$ cat config.mk
export PLATFORM = sky130hd
export DESIGN_NAME = sqte_regs
export DESIGN_NICKNAME = d
export VERILOG_FILES = /design/src/rtl/sqte_pkg.sv /design/src/rtl/sqte_regs.sv
export SDC_FILE = /design/constraint.sdc
export NUM_CORES = 1
export LEC_CHECK = 0
export BUFFER_PORTS_ARGS = -buffer_cell sky130_fd_sc_hd__buf_2
export CELL_PAD_IN_SITES_DETAIL_PLACEMENT = 0
export CELL_PAD_IN_SITES_GLOBAL_PLACEMENT = 1
export CORE_ASPECT_RATIO = 1.4
export CORE_UTILIZATION = 31
export DETAILED_ROUTE_END_ITERATION = 10
export PLACE_DENSITY = 0.85
export SKIP_LAST_GASP = 1
export SLEW_MARGIN = 5
export SYNTH_ARGS = -nofsm -noshare
export SYNTH_HDL_FRONTEND = slang
export SYNTH_SLANG_ARGS = --single-unit
$ cat constraint.sdc
create_clock -name clk -period 1.21 [get_ports clk]
set_input_delay 0.1815 -clock clk [delete_from_list [all_inputs] [get_ports clk]]
set_output_delay 0.1815 -clock clk [all_outputs]
set_load 0.005 [all_outputs]
$ cat src/rtl/sqte_pkg.sv
// ----------------------------------------------------------------------------
// sqte_pkg
// Shared types and constants of the SARSA table engine: word layouts,
// register map, fixed-point helpers.
// ----------------------------------------------------------------------------
package sqte_pkg;

	localparam int DEF_GRID_ROWS   = 32;
	localparam int DEF_GRID_COLS   = 32;
	localparam int DEF_VALUE_WIDTH = 32;

	localparam int ROW_W      = 5;
	localparam int ACT_W      = 2;
	localparam int FRAC_W     = 16;
	localparam int FACTOR_W   = 17;
	localparam int REWARD_W   = 32;
	localparam int OUT_VAL_W  = 32;
	localparam int CFG_ADDR_W = 4;
	localparam int CFG_DATA_W = 32;
	localparam int ACC_W      = 64;

	localparam logic [FACTOR_W-1:0] ONE_Q16 = 17'd65536;

	localparam logic [FACTOR_W-1:0] RST_LEARNING_RATE = 17'd6554;
	localparam logic [FACTOR_W-1:0] RST_DISCOUNT      = 17'd58982;
	localparam logic [FACTOR_W-1:0] RST_EXPLORE_RATE  = 17'd6554;

	localparam logic [1:0] REG_LEARNING_RATE = 2'd0;
	localparam logic [1:0] REG_DISCOUNT      = 2'd1;
	localparam logic [1:0] REG_EXPLORE_RATE  = 2'd2;

	localparam logic OP_CHOOSE = 1'b0;
	localparam logic OP_UPDATE = 1'b1;

	typedef struct packed {
		logic                       operation;
		logic [ROW_W-1:0]           state_row;
		logic [ROW_W-1:0]           state_col;
		logic [ACT_W-1:0]           taken_action;
		logic signed [REWARD_W-1:0] reward;
		logic [ROW_W-1:0]           next_row;
		logic [ROW_W-1:0]           next_col;
		logic [ACT_W-1:0]           next_action;
		logic [FRAC_W-1:0]          random_fraction;
		logic [ACT_W-1:0]           random_action;
	} in_word_t;

	typedef struct packed {
		logic [ACT_W-1:0]            chosen_action;
		logic                        explored;
		logic signed [OUT_VAL_W-1:0] upd_value;
	} out_word_t;

	typedef struct packed {
		logic [FACTOR_W-1:0] learning_rate;
		logic [FACTOR_W-1:0] discount;
		logic [FACTOR_W-1:0] explore_rate;
	} cfg_t;

	typedef struct packed {
		logic val_we;
		logic vis_we;
		logic vis_bit;
	} store_ctrl_t;

	// saturate a 65-bit sum to the signed 64-bit range
	function automatic logic signed [ACC_W-1:0] sat64(input logic signed [ACC_W:0] v);
		if (v[ACC_W] != v[ACC_W-1])
			return v[ACC_W] ? {1'b1, {(ACC_W-1){1'b0}}} : {1'b0, {(ACC_W-1){1'b1}}};
		return v[ACC_W-1:0];
	endfunction

endpackage

$ cat src/rtl/sqte_regs.sv
// ----------------------------------------------------------------------------
// sqte_regs
// APB-style register file: learning rate, discount and explore rate.
// ----------------------------------------------------------------------------
module sqte_regs
	import sqte_pkg::*;
(
	input  logic                  clk,
	input  logic                  arst_n,
	input  logic                  psel,
	input  logic                  penable,
	input  logic                  pwrite,
	input  logic [CFG_ADDR_W-1:0] paddr,
	input  logic [CFG_DATA_W-1:0] pwdata,
	output logic [CFG_DATA_W-1:0] prdata,
	output logic                  pready,
	output cfg_t                  cfg
);

	cfg_t cfg_q;
	logic wr_en;

	assign pready = 1'b1;
	assign wr_en  = psel && penable && pwrite;
	assign cfg    = cfg_q;

	always_ff @(posedge clk or negedge arst_n) begin
		if (!arst_n) begin
			cfg_q.learning_rate <= RST_LEARNING_RATE;
			cfg_q.discount      <= RST_DISCOUNT;
			cfg_q.explore_rate  <= RST_EXPLORE_RATE;
		end else if (wr_en) begin
			unique case (paddr[3:2])
				REG_LEARNING_RATE: cfg_q.learning_rate <= pwdata[FACTOR_W-1:0];
				REG_DISCOUNT:      cfg_q.discount      <= pwdata[FACTOR_W-1:0];
				REG_EXPLORE_RATE:  cfg_q.explore_rate  <= pwdata[FACTOR_W-1:0];
				default: ;
			endcase
		end
	end

	always_comb begin
		unique case (paddr[3:2])
			REG_LEARNING_RATE: prdata = CFG_DATA_W'(cfg_q.learning_rate);
			REG_DISCOUNT:      prdata = CFG_DATA_W'(cfg_q.discount);
			REG_EXPLORE_RATE:  prdata = CFG_DATA_W'(cfg_q.explore_rate);
			default:           prdata = '0;
		endcase
	end

endmodule

==> metrics.cfg, run 1 <==
[run_status]
outcome = complete, but fails checks
violations = negative setup slack

[die]
chipWidth_um = 77.8
die_area_um2 = 8400
core-area_um2 = 7750
io-pin-count = 125
initial_core_util = 0.321
floorplan.die.height_um = 108
placementRows = 38

[worst_setup_path]
setup.worst_path.start_class = register
critPathRequiredTime_ns = 1.03
worstPathMaxFanout = 3
arrival_ns = 1.19
setup.worst_path.end_class = output port
worstSetupPathType = register to output port

[route]
route.vias.total = 1887
route.detailed.vias_per_inst = 4.50
firstDrtPassIters = 4
drc = 0
detailedRoute.firstIterationViolations = 54
route.antenna.remaining_nets = 0
routedWlPerCell_um = 14.9
drt_wl_total_um = 6260

[run]
max_cap_violations = 0

[final_layout]
antenna-diode-count = 0
final_layout_size_suffix_gt1_frac = 0.696
final_cells = 419
postLayoutCoreUtil = 0.469
largest_register_ff_count = 51
area_delta_synth_final_pct = 45.8
finalNetCount = 359
fillcell_total = 732

[clock_network]
tritoncts.num_buffers = 5
cts_root_buf = sky130_fd_sc_hd__clkbuf_8
clock_sinks = 51
clock_path_buffers = 2
htree_levels = 2
insertion_delay_to_the_later_sink_of_the_worst_skew_pair_ns = 0.30
tritoncts = yes
cts.reportedPaths.clkPinSlew_ns = 0.10

[synth]
synth_top_cell_by_area = sky130_fd_sc_hd__dfrtp_1
synth_area_per_cell_um2 = 13.4
netlist-cell-type-count = 18
seq_area_frac_synth = 0.524
post-synth-top-area-fraction = 0.281
yosys-top-cells-area = sky130_fd_sc_hd__dfrtp_1 (28%), sky130_fd_sc_hd__dfstp_2 (24%), sky130_fd_sc_hd__mux2_2 (19%)
synth.yosys.warnings = 0
syn-instance-count = 186
synthesis.area_um2 = 2490
number_of_synthesized_register_bits = 51

[sta]
post-route-period-util = 1.14
clock_skew_ns = 0
max_transition_viols_final = 0
fin_worst_hold_slack_ns = 0.131
achievable-frequency_mhz = 728
finalWorstPathRequiredPeriod_ns = 1.37
rsz0062_at_grt = yes
setup_ws_ns = -0.164
timing.final.hold_violations = 0
setup_total_negative_slack_ns = -2.04
report.final.setup_viol = 25

[global_route]
global_route_wire_length_before_repair_um = 9940
overflow = 0
grt_use_total = 0.155
vias_in_the_first_global_route = 1894
antenna_found_initial = 0
grt_max_degree = 28

[place]
detailedPlace.worstSlack_ns = -0.190
detailedPlacementHpwl_um = 4400
gpl.final_weighted_congestion = 0.702
place_inst = 384
port-buffer-count = 91

[power]
power.static_leakage_nw = 1.83
ir_worst_vdd_mv = 0.645
power_density_nw_per_um2 = 1520

[hold_path]
hold_class = primary input to register

## cell usage after synthesis, drive strengths merged
master and n:
buf 24, clkbuf 2, conb 2, dfrtp 28
dfstp 23, mux2 51, mux2i 17, nand2 17
nand3 1, nor2b 1, nor3 1, nor3b 1
o21ai 17, or3b 1
## per-stage QoR
| stage | total power [mW] | instance area, µm² |
|---|---|---|
| 2_1_floorplan | 3.32 | 2650 |
| 3_3_place_gp | 4.00 | 3190 |
| 3_5_place_dp | 4.05 | 3190 |
| 4_1_cts | 5.33 | 3460 |
| 5_1_grt | 5.88 | 3630 |
| 6_report | 5.53 | 3630 |
## path summary, 6_finish.rpt
check,from,to,slack (ns),cells after the start
min,pwdata[0],cfg[34],0.13,2
min in group asynchronous,arst_n,cfg[50],0.42,3
min reg2reg,cfg[10],cfg[10],0.54,1
max in group asynchronous,arst_n,cfg[35],0.49,3
max,cfg[42],prdata[8],-0.16,3
max reg2reg,cfg[26],cfg[26],0.27,3
## cells by family (layout without fill, tap and decap cells)
group                  after synthesis  after routing  synth area share
muxes                               68             68             0.314
buffers and inverters               26            145            0.0779
other                                2             16           0.00301
AOI/OAI and AO/OA                   17             17            0.0342
DFF                                 51             51             0.524
and+or+nand+nor                     22             22            0.0472
## placed cells by master, fill, tap and decap left out, types with 3 or more instances in the layout
cell	count
sky130_fd_sc_hd__nand2_1	17
sky130_fd_sc_hd__mux2_4	28
sky130_fd_sc_hd__buf_6	26
sky130_fd_sc_hd__buf_2	80
sky130_fd_sc_hd__dfstp_2	23
sky130_fd_sc_hd__buf_4	26
sky130_fd_sc_hd__buf_12	3
sky130_fd_sc_hd__mux2i_1	17
sky130_fd_sc_hd__dfrtp_1	28
sky130_fd_sc_hd__conb_1	16
sky130_fd_sc_hd__mux2_2	23
sky130_fd_sc_hd__clkbuf_8	5
sky130_fd_sc_hd__o21ai_1	17
## worst max-delay path, stage by stage, from the launching register on
cell	delay, ns
sky130_fd_sc_hd__dfstp_2	0.55
sky130_fd_sc_hd__mux2i_1	0.06
sky130_fd_sc_hd__o21ai_1	0.14
sky130_fd_sc_hd__buf_2	0.13
## power by group
| part | switching (mW) | total [mW] | leakage, nW | internal [mW] |
|---|---|---|---|---|
| Sequential | 0.309 | 2.55 | 0.585 | 2.24 |
| Combinational | 0.680 | 1.98 | 1.20 | 1.30 |
| Clock | 0.592 | 1.01 | 0.0443 | 0.415 |
| Total | 1.58 | 5.53 | 1.83 | 3.95 |
## area by class of cell
cell class	instances	area (µm²)	area share
Timing Repair Buffer	137	973	0.268
Sequential cell	51	1310	0.359
Multi-Input combinational cell	123	1130	0.312
Tap cell	100	125	0.0345
Clock buffer	5	68.8	0.0190
Clock inverter	3	25.0	0.00689
## layer usage
layer,GRT usage,vias to the layer above,wire length [µm],part of all wire
li1,-,876,-,-
met2,0.264,82,3150,0.50
met4,0.0364,0,24,0.0038
met5,0,-,0,0
met3,0.0304,2,304,0.049
met1,0.201,927,2780,0.44
## timing repair
action / CTS / global route
setup endpoints to repair: 17 / 32
gates resized for setup: 23 / 24
setup buffers: 19 / 7
pin swaps: 0 / 1
hold buffers: 1 / 0
hold endpoints to repair: 28 / 0
No activity file was read; power rests on OpenSTA's default activity.
==> inputs of run 2 (changes only) <==
PLACE_DENSITY = 0.86   (was 0.85)
==> run 2 against run 1 <==
  * The flow still finishes with violations (negative setup slack)
  * Critical path type unchanged
  * Die area is the same
  * Sequential share of layout area is 0.40 points higher
  * Global-route usage fell by 0.51 points
  * Routed wire length decreased by 2.9%
  * Count of clock-buffer cells in the layout unchanged
  * Worst hold slack better by 0.0072 ns
==> metrics.cfg, run 2 (same netlist as run 1, synthesis figures left out) <==
[global_route]
antenna_found_initial = 0  ; unchanged
global_route_wire_length_before_repair_um = 9580  ; -3.6%
grt_max_degree = 52  ; +86%
vias_in_the_first_global_route = 1858  ; -1.9%
grt_use_total = 0.150  ; -0.00508
overflow = 0  ; unchanged

[worst_setup_path]
terminus_of_the_critical_flop_to_flop_path = cfg[46]
critPathRequiredTime_ns = 1.03  ; about the same
worstPathMaxFanout = 3  ; unchanged
r2r.worst_path.cells = 3  ; unchanged
reg2reg_slack_ns = 0.28  ; about the same
worst_setup_path_endpoint = prdata[1]
critical_path.reg2reg.startpoint = cfg[46]
setup.worst_path.start_class = register
arrival_ns = 1.19  ; about the same
worst_setup_sp = cfg[35]
worstSetupPathType = register to output port
setup.worst_path.end_class = output port

[route]
detailedRoute.firstIterationViolations = 81  ; +50%
firstDrtPassIters = 4  ; unchanged
drc = 0  ; unchanged
route.detailed.vias_per_inst = 4.51  ; +0.22%
route.vias.total = 1864  ; -1.2%
route.antenna.remaining_nets = 0  ; unchanged
drt_wl_total_um = 6070  ; -2.9%
routedWlPerCell_um = 14.7  ; -1.5%

[clock_network]
tritoncts = yes
insertion_delay_to_the_later_sink_of_the_worst_skew_pair_ns = 0.29  ; about the same
tritoncts.num_buffers = 5  ; unchanged
clock_path_buffers = 2  ; unchanged
htree_levels = 2  ; unchanged
cts_root_buf = sky130_fd_sc_hd__clkbuf_8
clock_sinks = 51  ; unchanged
cts.reportedPaths.clkPinSlew_ns = 0.10  ; about the same

[sta]
setup_ws_ns = -0.164  ; +0.000839 ns
achievable-frequency_mhz = 728  ; about the same
rsz0062_at_grt = yes
fin_worst_hold_slack_ns = 0.138  ; +0.00719 ns
post-route-period-util = 1.14  ; about the same
finalWorstPathRequiredPeriod_ns = 1.37  ; -0.000839 ns
timing.final.hold_violations = 0  ; unchanged
clock_skew_ns = 0  ; unchanged
report.final.setup_viol = 24  ; -4.0%
max_transition_viols_final = 0  ; unchanged

[die]
floorplan.die.height_um = 108  ; unchanged
placementRows = 38  ; unchanged
initial_core_util = 0.321  ; unchanged
io-pin-count = 125  ; unchanged
core-area_um2 = 7750  ; unchanged
die_area_um2 = 8400  ; unchanged
chipWidth_um = 77.8  ; unchanged

[final_layout]
antenna-diode-count = 0  ; unchanged
leading_cell_type_in_the_layout_fill_and_taps_excluded = sky130_fd_sc_hd__buf_2
postLayoutCoreUtil = 0.463  ; -0.00517
most_frequent_cells_in_the_layout = sky130_fd_sc_hd__buf_2 (83), sky130_fd_sc_hd__mux2_4 (28), sky130_fd_sc_hd__dfrtp_1 (28)
finalNetCount = 353  ; -1.7%
final_layout_size_suffix_gt1_frac = 0.690  ; -0.00583
area_delta_synth_final_pct = 44.1
largest_register_ff_count = 51  ; unchanged

[power]
ir_worst_vdd_mv = 0.673  ; +4.4%
comb_power_share = 0.336  ; -0.022
clkPwrFrac = 0.211  ; +0.029
power.static_leakage_nw = 1.81  ; -0.74%
p_seq_frac = 0.453  ; -0.007
power_density_nw_per_um2 = 1560  ; +2.6%
internal_power_mw = 4.09  ; +3.4%
power.share.switching = 0.273  ; -0.0131
netSwitchingPower_mw = 1.53  ; -3.1%
report.power.total_mw = 5.62  ; +1.5%

[run_status]
violations = negative setup slack
outcome = complete, but fails checks

[place]
gpl.final_weighted_congestion = 0.782  ; +11%
detailedPlacementHpwl_um = 4290  ; -2.6%
detailedPlace.worstSlack_ns = -0.234  ; -0.0431 ns
port-buffer-count = 91  ; unchanged

[run]
max_cap_violations = 0  ; unchanged

[hold_path]
hold_class = primary input to register

[run 2: cell count changes in the layout (fill, tap and decap cells not counted), sizes merged]
cell	previous run	this run
clkinvlp	1	0
bufinv	0	1
buf	136	130
[run 2: power groups by stage]
stage / Clock, mW / Combinational, mW / Sequential [mW]
after floorplan: 0 / 0.750 / 2.57
after global placement: 0 / 1.43 / 2.56
after detailed placement: 0 / 1.47 / 2.58
after CTS: 1.22 / 1.69 / 2.52
after global routing: 1.29 / 2.07 / 2.61
final: 1.18 / 1.89 / 2.55
[run 2: repair_timing]
action | 4_1_cts | 5_1_grt
hold buffers | 1 | 0
endpoints found under the hold margin | 28 | 0
gates resized for setup | 20 | 21
setup buffers | 14 | 6
setup endpoints to repair | 17 | 31
[run 2: worst max-delay path: stages, from the launching register on]
cell	delay [ns]
sky130_fd_sc_hd__dfstp_2	0.55
sky130_fd_sc_hd__mux2i_1	0.08
sky130_fd_sc_hd__o21ai_1	0.14
sky130_fd_sc_hd__buf_2	0.13
[run 2: worst min-delay path by stage]
stage / endpoint / cells past startpoint / slack, ns / startpoint
5_1_grt: cfg[28] / 2 / 0.12 / pwdata[11]
3_5_place_dp: cfg[6] / 2 / 0.19 / arst_n
3_3_place_gp: cfg[40] / 2 / 0.19 / arst_n
4_1_cts: cfg[37] / 2 / 0.13 / pwdata[3]
6_report: cfg[29] / 2 / 0.14 / pwdata[12]
2_1_floorplan: cfg[0] / 0 / -0.11 / arst_n
[run 2: metrics by stage]
stage               TNS, ns  instances  area [µm²]
finish                -2.09        413        3590
global route          -4.07        413        3590
CTS                   -2.30        407        3450
detailed placement    -8.83        384        3210
global placement      -8.52        384        3210
floorplan             -1.62        200        2650
[run 2: area by class of cell]
class / count / area, µm²
flip-flops and latches: 51 / 1310
fillers: 732 / 4160
clock inverters: 3 / 43.8
well taps: 100 / 125
multi-input cells: 123 / 1130
clock buffers: 5 / 68.8
repair buffers: 131 / 915
[run 2: per-layer routing]
layer  part of all wire  vias to the layer above  track usage
li1                   -                      859            -
met1               0.43                      920        0.192
met2               0.51                       81        0.256
met3              0.050                        4       0.0270
met4             0.0084                        0       0.0445
met5                  0                        -            0
