$ cat src/rtl/sqte_pkg.sv
// ----------------------------------------------------------------------------
// sqte_pkg
// Shared types and constants of the SARSA table engine: word layouts,
// register map, fixed-point helpers.
// ----------------------------------------------------------------------------
package sqte_pkg;

	localparam int DEF_GRID_ROWS   = 32;
	localparam int DEF_GRID_COLS   = 32;
	localparam int DEF_VALUE_WIDTH = 32;

	localparam int ROW_W      = 5;
	localparam int ACT_W      = 2;
	localparam int FRAC_W     = 16;
	localparam int FACTOR_W   = 17;
	localparam int REWARD_W   = 32;
	localparam int OUT_VAL_W  = 32;
	localparam int CFG_ADDR_W = 4;
	localparam int CFG_DATA_W = 32;
	localparam int ACC_W      = 64;

	localparam logic [FACTOR_W-1:0] ONE_Q16 = 17'd65536;

	localparam logic [FACTOR_W-1:0] RST_LEARNING_RATE = 17'd6554;
	localparam logic [FACTOR_W-1:0] RST_DISCOUNT      = 17'd58982;
	localparam logic [FACTOR_W-1:0] RST_EXPLORE_RATE  = 17'd6554;

	localparam logic [1:0] REG_LEARNING_RATE = 2'd0;
	localparam logic [1:0] REG_DISCOUNT      = 2'd1;
	localparam logic [1:0] REG_EXPLORE_RATE  = 2'd2;

	localparam logic OP_CHOOSE = 1'b0;
	localparam logic OP_UPDATE = 1'b1;

	typedef struct packed {
		logic                       operation;
		logic [ROW_W-1:0]           state_row;
		logic [ROW_W-1:0]           state_col;
		logic [ACT_W-1:0]           taken_action;
		logic signed [REWARD_W-1:0] reward;
		logic [ROW_W-1:0]           next_row;
		logic [ROW_W-1:0]           next_col;
		logic [ACT_W-1:0]           next_action;
		logic [FRAC_W-1:0]          random_fraction;
		logic [ACT_W-1:0]           random_action;
	} in_word_t;

	typedef struct packed {
		logic [ACT_W-1:0]            chosen_action;
		logic                        explored;
		logic signed [OUT_VAL_W-1:0] upd_value;
	} out_word_t;

	typedef struct packed {
		logic [FACTOR_W-1:0] learning_rate;
		logic [FACTOR_W-1:0] discount;
		logic [FACTOR_W-1:0] explore_rate;
	} cfg_t;

	typedef struct packed {
		logic val_we;
		logic vis_we;
		logic vis_bit;
	} store_ctrl_t;

	// saturate a 65-bit sum to the signed 64-bit range
	function automatic logic signed [ACC_W-1:0] sat64(input logic signed [ACC_W:0] v);
		if (v[ACC_W] != v[ACC_W-1])
			return v[ACC_W] ? {1'b1, {(ACC_W-1){1'b0}}} : {1'b0, {(ACC_W-1){1'b1}}};
		return v[ACC_W-1:0];
	endfunction

endpackage

$ cat src/rtl/sqte_engine.sv
// ----------------------------------------------------------------------------
// sqte_engine
// Sequencer and datapath: clear sweep, epsilon-greedy choose over four
// reads, SARSA update through one shared Q1.16 scaling multiplier.
// ----------------------------------------------------------------------------
module sqte_engine
	import sqte_pkg::*;
#(
	parameter int GRID_ROWS   = DEF_GRID_ROWS,
	parameter int GRID_COLS   = DEF_GRID_COLS,
	parameter int VALUE_WIDTH = DEF_VALUE_WIDTH,
	localparam int CELLS      = GRID_ROWS * GRID_COLS,
	localparam int CELL_W     = $clog2(CELLS),
	localparam int VA_W       = CELL_W + ACT_W
) (
	input  logic                          clk,
	input  logic                          arst_n,
	input  cfg_t                          cfg,
	input  logic                          req_valid,
	output logic                          req_stall,
	input  in_word_t                      req,
	output logic                          rsp_valid,
	input  logic                          rsp_stall,
	output out_word_t                     rsp,
	output logic                          clearing,
	output store_ctrl_t                   store_ctrl,
	output logic [VA_W-1:0]               val_addr,
	output logic signed [VALUE_WIDTH-1:0] val_wdata,
	input  logic signed [VALUE_WIDTH-1:0] val_rdata,
	output logic [CELL_W-1:0]             vis_addr,
	input  logic                          vis_rdata
);

	localparam logic [3:0] ST_CLEAR   = 4'd0;
	localparam logic [3:0] ST_IDLE    = 4'd1;
	localparam logic [3:0] ST_CHOOSE  = 4'd2;
	localparam logic [3:0] ST_U_RD0   = 4'd3;
	localparam logic [3:0] ST_U_RD1   = 4'd4;
	localparam logic [3:0] ST_U_RD2   = 4'd5;
	localparam logic [3:0] ST_MUL_A   = 4'd6;
	localparam logic [3:0] ST_MUL_B   = 4'd7;
	localparam logic [3:0] ST_TD_R    = 4'd8;
	localparam logic [3:0] ST_TD_OLD  = 4'd9;
	localparam logic [3:0] ST_NV      = 4'd10;
	localparam logic [3:0] ST_DONE    = 4'd11;

	localparam logic [2:0]      CH_LAST  = 3'd4;
	localparam logic [VA_W-1:0] CLR_LAST = VA_W'(CELLS * 4 - 1);

	function automatic logic [CELL_W-1:0] cell_of(input logic [ROW_W-1:0] row,
	                                              input logic [ROW_W-1:0] col);
		logic [31:0] r;
		logic [31:0] c;
		r = (32'(row) > 32'(GRID_ROWS - 1)) ? 32'(GRID_ROWS - 1) : 32'(row);
		c = (32'(col) > 32'(GRID_COLS - 1)) ? 32'(GRID_COLS - 1) : 32'(col);
		return CELL_W'(r * 32'(GRID_COLS) + c);
	endfunction

	function automatic logic signed [VALUE_WIDTH-1:0] clamp_value(
		input logic signed [ACC_W:0] v);
		if ((&v[ACC_W:VALUE_WIDTH-1]) || !(|v[ACC_W:VALUE_WIDTH-1]))
			return v[VALUE_WIDTH-1:0];
		return {v[ACC_W], {(VALUE_WIDTH-1){~v[ACC_W]}}};
	endfunction

	// control
	logic [3:0]      state_q;
	logic [2:0]      cnt_q;
	logic [VA_W-1:0] clr_q;
	logic            mul_pass_q;   // 0: gamma * Q(s',a'), 1: alpha * td
	logic            rsp_valid_q;

	// payload
	in_word_t                      item_q;
	logic [CELL_W-1:0]             s_cell_q;
	logic [CELL_W-1:0]             sn_cell_q;
	logic                          visited_q;
	logic [ACT_W-1:0]              best_act_q;
	logic signed [VALUE_WIDTH-1:0] best_val_q;
	logic signed [VALUE_WIDTH-1:0] oldv_q;
	logic signed [ACC_W-1:0]       acc_q;
	logic signed [ACC_W-1:0]       mul_hi_q;
	logic [FACTOR_W-1:0]           mul_lo_q;
	out_word_t                     res_q;
	out_word_t                     rsp_q;

	logic                          accept;
	logic                          rsp_free;
	logic                          better;
	logic                          explore;
	logic [FACTOR_W-1:0]           alpha;
	logic [FACTOR_W-1:0]           gamma;
	logic [FACTOR_W-1:0]           k_sel;
	logic signed [FACTOR_W:0]      k_s;
	logic signed [ACC_W-17:0]      hi_s;
	logic signed [ACC_W+1:0]       hi_prod;
	logic [32:0]                   lo_prod;
	logic signed [REWARD_W-1:0]    reward_s;
	logic signed [ACC_W-1:0]       td_r;
	logic signed [ACC_W-1:0]       td_old;
	logic signed [VALUE_WIDTH-1:0] nv;
	logic [ACT_W-1:0]              greedy_act;

	assign req_stall = (state_q != ST_IDLE);
	assign accept    = req_valid && !req_stall;
	assign rsp_free  = !rsp_valid_q || !rsp_stall;
	assign rsp_valid = rsp_valid_q;
	assign rsp       = rsp_q;
	assign clearing  = (state_q == ST_CLEAR);

	// datapath
	always_comb begin
		better     = val_rdata > best_val_q;
		greedy_act = better ? ACT_W'(cnt_q - 3'd1) : best_act_q;
		explore    = ({1'b0, item_q.random_fraction} < cfg.explore_rate) || !visited_q;
		alpha      = (cfg.learning_rate > ONE_Q16) ? ONE_Q16 : cfg.learning_rate;
		gamma      = (cfg.discount > ONE_Q16) ? ONE_Q16 : cfg.discount;
		k_sel      = mul_pass_q ? alpha : gamma;
		k_s        = {1'b0, k_sel};
		hi_s       = acc_q[ACC_W-1:16];
		hi_prod    = k_s * hi_s;
		// low half: round to nearest, ties up
		lo_prod    = 33'(k_sel) * 33'(acc_q[15:0]) + 33'd32768;
		reward_s   = item_q.reward;
		td_r       = sat64((ACC_W+1)'(reward_s) + (ACC_W+1)'(acc_q));
		// exact difference then saturate; covers the most negative old value
		td_old     = sat64((ACC_W+1)'(acc_q) - (ACC_W+1)'(oldv_q));
		nv         = clamp_value((ACC_W+1)'(oldv_q) + (ACC_W+1)'(acc_q));
	end

	// memory port steering
	always_comb begin
		store_ctrl = '0;
		val_addr   = {s_cell_q, cnt_q[ACT_W-1:0]};
		val_wdata  = nv;
		vis_addr   = s_cell_q;
		unique case (state_q)
			ST_CLEAR: begin
				store_ctrl.val_we = 1'b1;
				store_ctrl.vis_we = 1'b1;
				val_addr          = clr_q;
				val_wdata         = '0;
				vis_addr          = clr_q[VA_W-1:ACT_W];
			end
			ST_U_RD0: begin
				store_ctrl.vis_we  = 1'b1;
				store_ctrl.vis_bit = 1'b1;
				val_addr           = {s_cell_q, item_q.taken_action};
			end
			ST_U_RD1: begin
				store_ctrl.vis_we  = 1'b1;
				store_ctrl.vis_bit = 1'b1;
				val_addr           = {sn_cell_q, item_q.next_action};
				vis_addr           = sn_cell_q;
			end
			ST_NV: begin
				store_ctrl.val_we = 1'b1;
				val_addr          = {s_cell_q, item_q.taken_action};
			end
			default: ;
		endcase
	end

	always_ff @(posedge clk or negedge arst_n) begin
		if (!arst_n) begin
			state_q     <= ST_CLEAR;
			cnt_q       <= '0;
			clr_q       <= '0;
			mul_pass_q  <= 1'b0;
			rsp_valid_q <= 1'b0;
		end else begin
			if (state_q == ST_DONE && rsp_free)
				rsp_valid_q <= 1'b1;
			else if (!rsp_stall)
				rsp_valid_q <= 1'b0;
			unique case (state_q)
				ST_CLEAR: begin
					clr_q <= clr_q + 1'b1;
					if (clr_q == CLR_LAST)
						state_q <= ST_IDLE;
				end
				ST_IDLE: begin
					cnt_q      <= '0;
					mul_pass_q <= 1'b0;
					if (accept)
						state_q <= (req.operation == OP_UPDATE) ? ST_U_RD0 : ST_CHOOSE;
				end
				ST_CHOOSE: begin
					cnt_q <= cnt_q + 3'd1;
					if (cnt_q == CH_LAST)
						state_q <= ST_DONE;
				end
				ST_U_RD0:  state_q <= ST_U_RD1;
				ST_U_RD1:  state_q <= ST_U_RD2;
				ST_U_RD2:  state_q <= ST_MUL_A;
				ST_MUL_A:  state_q <= ST_MUL_B;
				ST_MUL_B:  state_q <= mul_pass_q ? ST_NV : ST_TD_R;
				ST_TD_R:   state_q <= ST_TD_OLD;
				ST_TD_OLD: begin
					mul_pass_q <= 1'b1;
					state_q    <= ST_MUL_A;
				end
				ST_NV:     state_q <= ST_DONE;
				ST_DONE: begin
					if (rsp_free)
						state_q <= ST_IDLE;
				end
				default:   state_q <= ST_IDLE;
			endcase
		end
	end

	always_ff @(posedge clk) begin
		if (accept) begin
			item_q    <= req;
			s_cell_q  <= cell_of(req.state_row, req.state_col);
			sn_cell_q <= cell_of(req.next_row, req.next_col);
		end
		if (state_q == ST_DONE && rsp_free)
			rsp_q <= res_q;
		case (state_q)
			ST_CHOOSE: begin
				// read data is registered, so it lags the issued address
				if (cnt_q == 3'd1) begin
					visited_q  <= vis_rdata;
					best_act_q <= '0;
					best_val_q <= val_rdata;
				end else if (cnt_q != 3'd0) begin
					best_act_q <= greedy_act;
					if (better)
						best_val_q <= val_rdata;
				end
				if (cnt_q == CH_LAST) begin
					res_q.chosen_action <= explore ? item_q.random_action : greedy_act;
					res_q.explored      <= explore;
					res_q.upd_value     <= '0;
				end
			end
			ST_U_RD1:  oldv_q <= val_rdata;
			ST_U_RD2:  acc_q  <= ACC_W'(val_rdata);
			ST_MUL_A: begin
				mul_hi_q <= hi_prod[ACC_W-1:0];
				mul_lo_q <= lo_prod[32:16];
			end
			ST_MUL_B:  acc_q <= mul_hi_q + ACC_W'(mul_lo_q);
			ST_TD_R:   acc_q <= td_r;
			ST_TD_OLD: acc_q <= td_old;
			ST_NV: begin
				res_q.chosen_action <= '0;
				res_q.explored      <= 1'b0;
				res_q.upd_value     <= OUT_VAL_W'(ACC_W'(nv));
			end
			default: ;
		endcase
	end

endmodule

$ cat config.mk
export PLATFORM = sky130hd
export DESIGN_NAME = sqte_engine
export DESIGN_NICKNAME = d
export VERILOG_FILES = /design/src/rtl/sqte_pkg.sv /design/src/rtl/sqte_engine.sv
export SDC_FILE = /design/constraint.sdc
export NUM_CORES = 2
export LEC_CHECK = 0
export CORE_MARGIN = 5
export CORE_UTILIZATION = 25
export CTS_BUF_LIST = sky130_fd_sc_hd__clkbuf_4 sky130_fd_sc_hd__clkbuf_8
export DETAILED_ROUTE_END_ITERATION = 7
export DONT_BUFFER_PORTS = 1
export PLACE_DENSITY = 0.43
export SKIP_LAST_GASP = 1
export SYNTH_ARGS = -nofsm -noshare
export SYNTH_HDL_FRONTEND = slang
export SYNTH_SLANG_ARGS = --single-unit
$ cat constraint.sdc
create_clock -name clk -period 7.78 [get_ports clk]
set_clock_uncertainty 0.2 [all_clocks]
set_input_delay 1.556 -clock clk [delete_from_list [all_inputs] [get_ports clk]]
set_output_delay 1.556 -clock clk [all_outputs]
set_load 0.005 [all_outputs]
==> out/qor.txt <==
CTS max path bufs -> 3
Seq/Total Area, Yosys -> 17.16%
initial antenna violation count -> 23
total CTS buffers -> 77
initial core utilization -> 25.14%
critical path fanouts, max -> 5
initial DRC count -> 3519
RSZ-0062 raised after global routing -> true
commonest non-fill, non-tap cell in the layout -> inv_1
Avg Cell Area, Syn -> 8.889 µm²
max_cap viols -> 0
failing checks -> setup timing
htree depth -> 3
via-per-instance ratio -> 4.741
area grow syn2layout -> 23.04%
clock latency on the worst-skew pair -> 770 ps
maximum operating frequency -> 114.7 MHz
Vias -> 54540
GP Congestion -> 0.9003
most frequent cells in the layout -> inv_1, fa_1, nand2_1
number of port buffers -> 0
Slowest-stage cell, CP -> fa_1
antenna viol nets, final -> 0
clock-pin slew on the worst setup and hold paths -> 80 ps
first-pass GRT wire length -> 376800 µm
startpoint types -> input pin
M1 WL -> 122900 µm
mapped cell area -> 65350 µm²
flops & latches, synth -> 377
Final nets -> 9584
critical path class -> input pin to register
total grt overflow -> 0
distinct cell type count after synthesis -> 90
relative slew slack -> 29.07%
hold-fix buffer count after cts -> 0
Inst Count DP -> 11200
vias in the first global route -> 57240
Synth Net Count -> 8995
IO Count -> 258
final setup violation count -> 44
CP required -> 8110 ps
# clock sinks -> 377
Die Wd -> 521.3 µm
GR Util All Layers -> 18.34%
Worst Hold Class -> register to register
Main synth FF type -> edfxtp_1
Clock Tree Root -> clkbuf_8
proportion of layout cells with a drive suffix above 1 -> 17.32%
Least-Margin Pin Slew -> 1064 ps
largest net degree at the start of global routing -> 69
standard-cell rows -> 187
dpl hpwl -> 210700 µm
die footprint -> 271700 µm²
Final Hold Fails -> 0
WL final -> 256000 µm
CP Data Arrival Time -> 9040 ps
Post-synth EDFFs -> 356
status -> finished, violations left
TritonCTS clock tree -> yes
Mapped Cells -> 7352
final worst slack -> -936.7 ps
Layout Cells excl Fill -> 11500
Setup crit end kind -> register
Ys Warns -> 0
met2 routed WL -> 114400 µm
Die Y -> 521.3 µm
post-layout min period -> 8717 ps
CP most frequent cell -> fa_1
Top Layer Used -> met4
met3 wire len -> 13570 µm
area of the core -> 259900 µm²
DRC violations left -> 0
per-cell routed wire length -> 22.26 µm
Final Max Slew Viols -> 0
DR pass1 iterations -> 6
Worst path max stage delay -> 520 ps
final period utilization -> 112.0%
Async SR Flop Fraction -> 5.570%
-- per-stage QoR --
step | setup TNS [ps] | hold slack, ps | worst slack (ps) | instance area, µm² | util [%]
after floorplan | -27920 | 200.3 | -1178 | 65930 | -
after global placement | -77680 | 203.3 | -2046 | 74770 | 28.77
after detailed placement | -78890 | 204.5 | -2038 | 74770 | 28.77
after CTS | -17110 | 187.1 | -764.3 | 78510 | 30.20
after global routing | -31770 | 208.9 | -1121 | 80400 | 30.93
final | -22640 | 189.6 | -936.7 | 80410 | 30.93
-- critical path, delay by kind of cell --
| kind | cells | cell delay [ps] |
|---|---|---|
| xor+xnor | 1 | 60 |
| compound gates | 13 | 2790 |
| buf+inv | 7 | 760 |
| simple gates | 4 | 730 |
| fa+ha+maj | 7 | 3140 |
-- worst paths after layout --
path / start / end / slack (ps) / depth (start not counted)
worst max-delay path: cfg[31] / mul_hi_q[63]$_DFFE_PP_ / -940 / 32
worst min-delay path: res_q[7]$_SDFFCE_PN0P_ / rsp[7]$_DFFE_PP_ / 190 / 0
worst max register to register: mul_pass_q$_DFFE_PN0P_ / mul_hi_q[63]$_DFFE_PP_ / -450 / 32
worst min register to register: res_q[7]$_SDFFCE_PN0P_ / rsp[7]$_DFFE_PP_ / 190 / 0
max in group asynchronous: arst_n / cnt_q[2]$_DFFE_PN0P_ / 6980 / 0
min in group asynchronous: arst_n / clr_q[2]$_DFFE_PN0P_ / 310 / 0
-- cell families (layout without fill, tap and decap cells) --
family | Yosys count | count (layout) | share of synthesized area [%]
AND/OR/NAND/NOR | 2200 | 2200 | 16.68
buffers and inverters | 1663 | 2313 | 9.671
adder cells (fa/ha/maj) | 1480 | 1480 | 39.37
AO/OA/AOI/OAI | 1289 | 1289 | 12.49
flip-flops | 377 | 377 | 17.16
XOR/XNOR | 324 | 324 | 4.342
multiplexers | 19 | 19 | 0.2929
other | 0 | 6 | 0
-- state kept, by name, indices dropped and copies added (netlist names), 12 cells and up --
signal and flops:
acc_q 64, best_val_q 32, clr_q 12, item_q 22
mul_hi_q 64, mul_lo_q 17, oldv_q 32, res_q 35
reward_s 32, rsp 35
-- synth_stat cells, types with 20 or more instances --
cell type,n,area (µm²)
and3_1,42,262.8
inv_1,1309,4913
edfxtp_1,356,10690
o21a_1,52,390.4
o21ai_1,70,350.3
nor2_1,309,1160
fa_1,960,19220
and2_1,467,2922
nand2_1,822,3085
nor3_1,69,345.3
xor2_1,93,814.5
o21ai_0,296,1481
a31oi_1,48,300.3
nor4_1,47,294.0
xnor2_1,231,2023
a21oi_1,335,1677
buf_2,20,100.1
nor2b_1,127,794.5
o21bai_1,48,360.4
nand4_1,80,500.5
o31ai_1,33,247.7
clkbuf_1,310,1164
o211ai_1,29,217.7
a21o_1,108,810.8
dfrtp_1,21,525.5
o2111ai_1,41,359.1
a22oi_1,22,165.2
a211oi_1,40,300.3
ha_1,520,6506
nand2b_1,44,275.3
nand3_1,98,490.5
-- layer usage --
layer | global-route usage [%] | up-vias
li1 | - | 25030
met1 | 27.02 | 27790
met2 | 29.05 | 1486
met3 | 1.922 | 233
met4 | 3.735 | 0
met5 | 0 | -
-- layout make-up --
cell class | instances | area (µm²)
antenna | 6 | 15.01
clock buffer | 107 | 1316
clock inverter | 33 | 359.1
fill | 27250 | 179500
inverter | 1314 | 4943
multi-input combinational | 5312 | 50030
sequential | 377 | 11220
tap | 3496 | 4374
timing repair buffer | 859 | 8150
-- repair_timing --
item / 4_1_cts / 5_1_grt
setup endpoints to repair: 80 / 89
cloned: 10 / 10
pin swaps: 97 / 109
gates resized for setup: 227 / 252
buffers inserted: 89 / 68
Power is not shown: default switching activity piles up to over one toggle a cycle in this logic, so the estimate is an artifact.
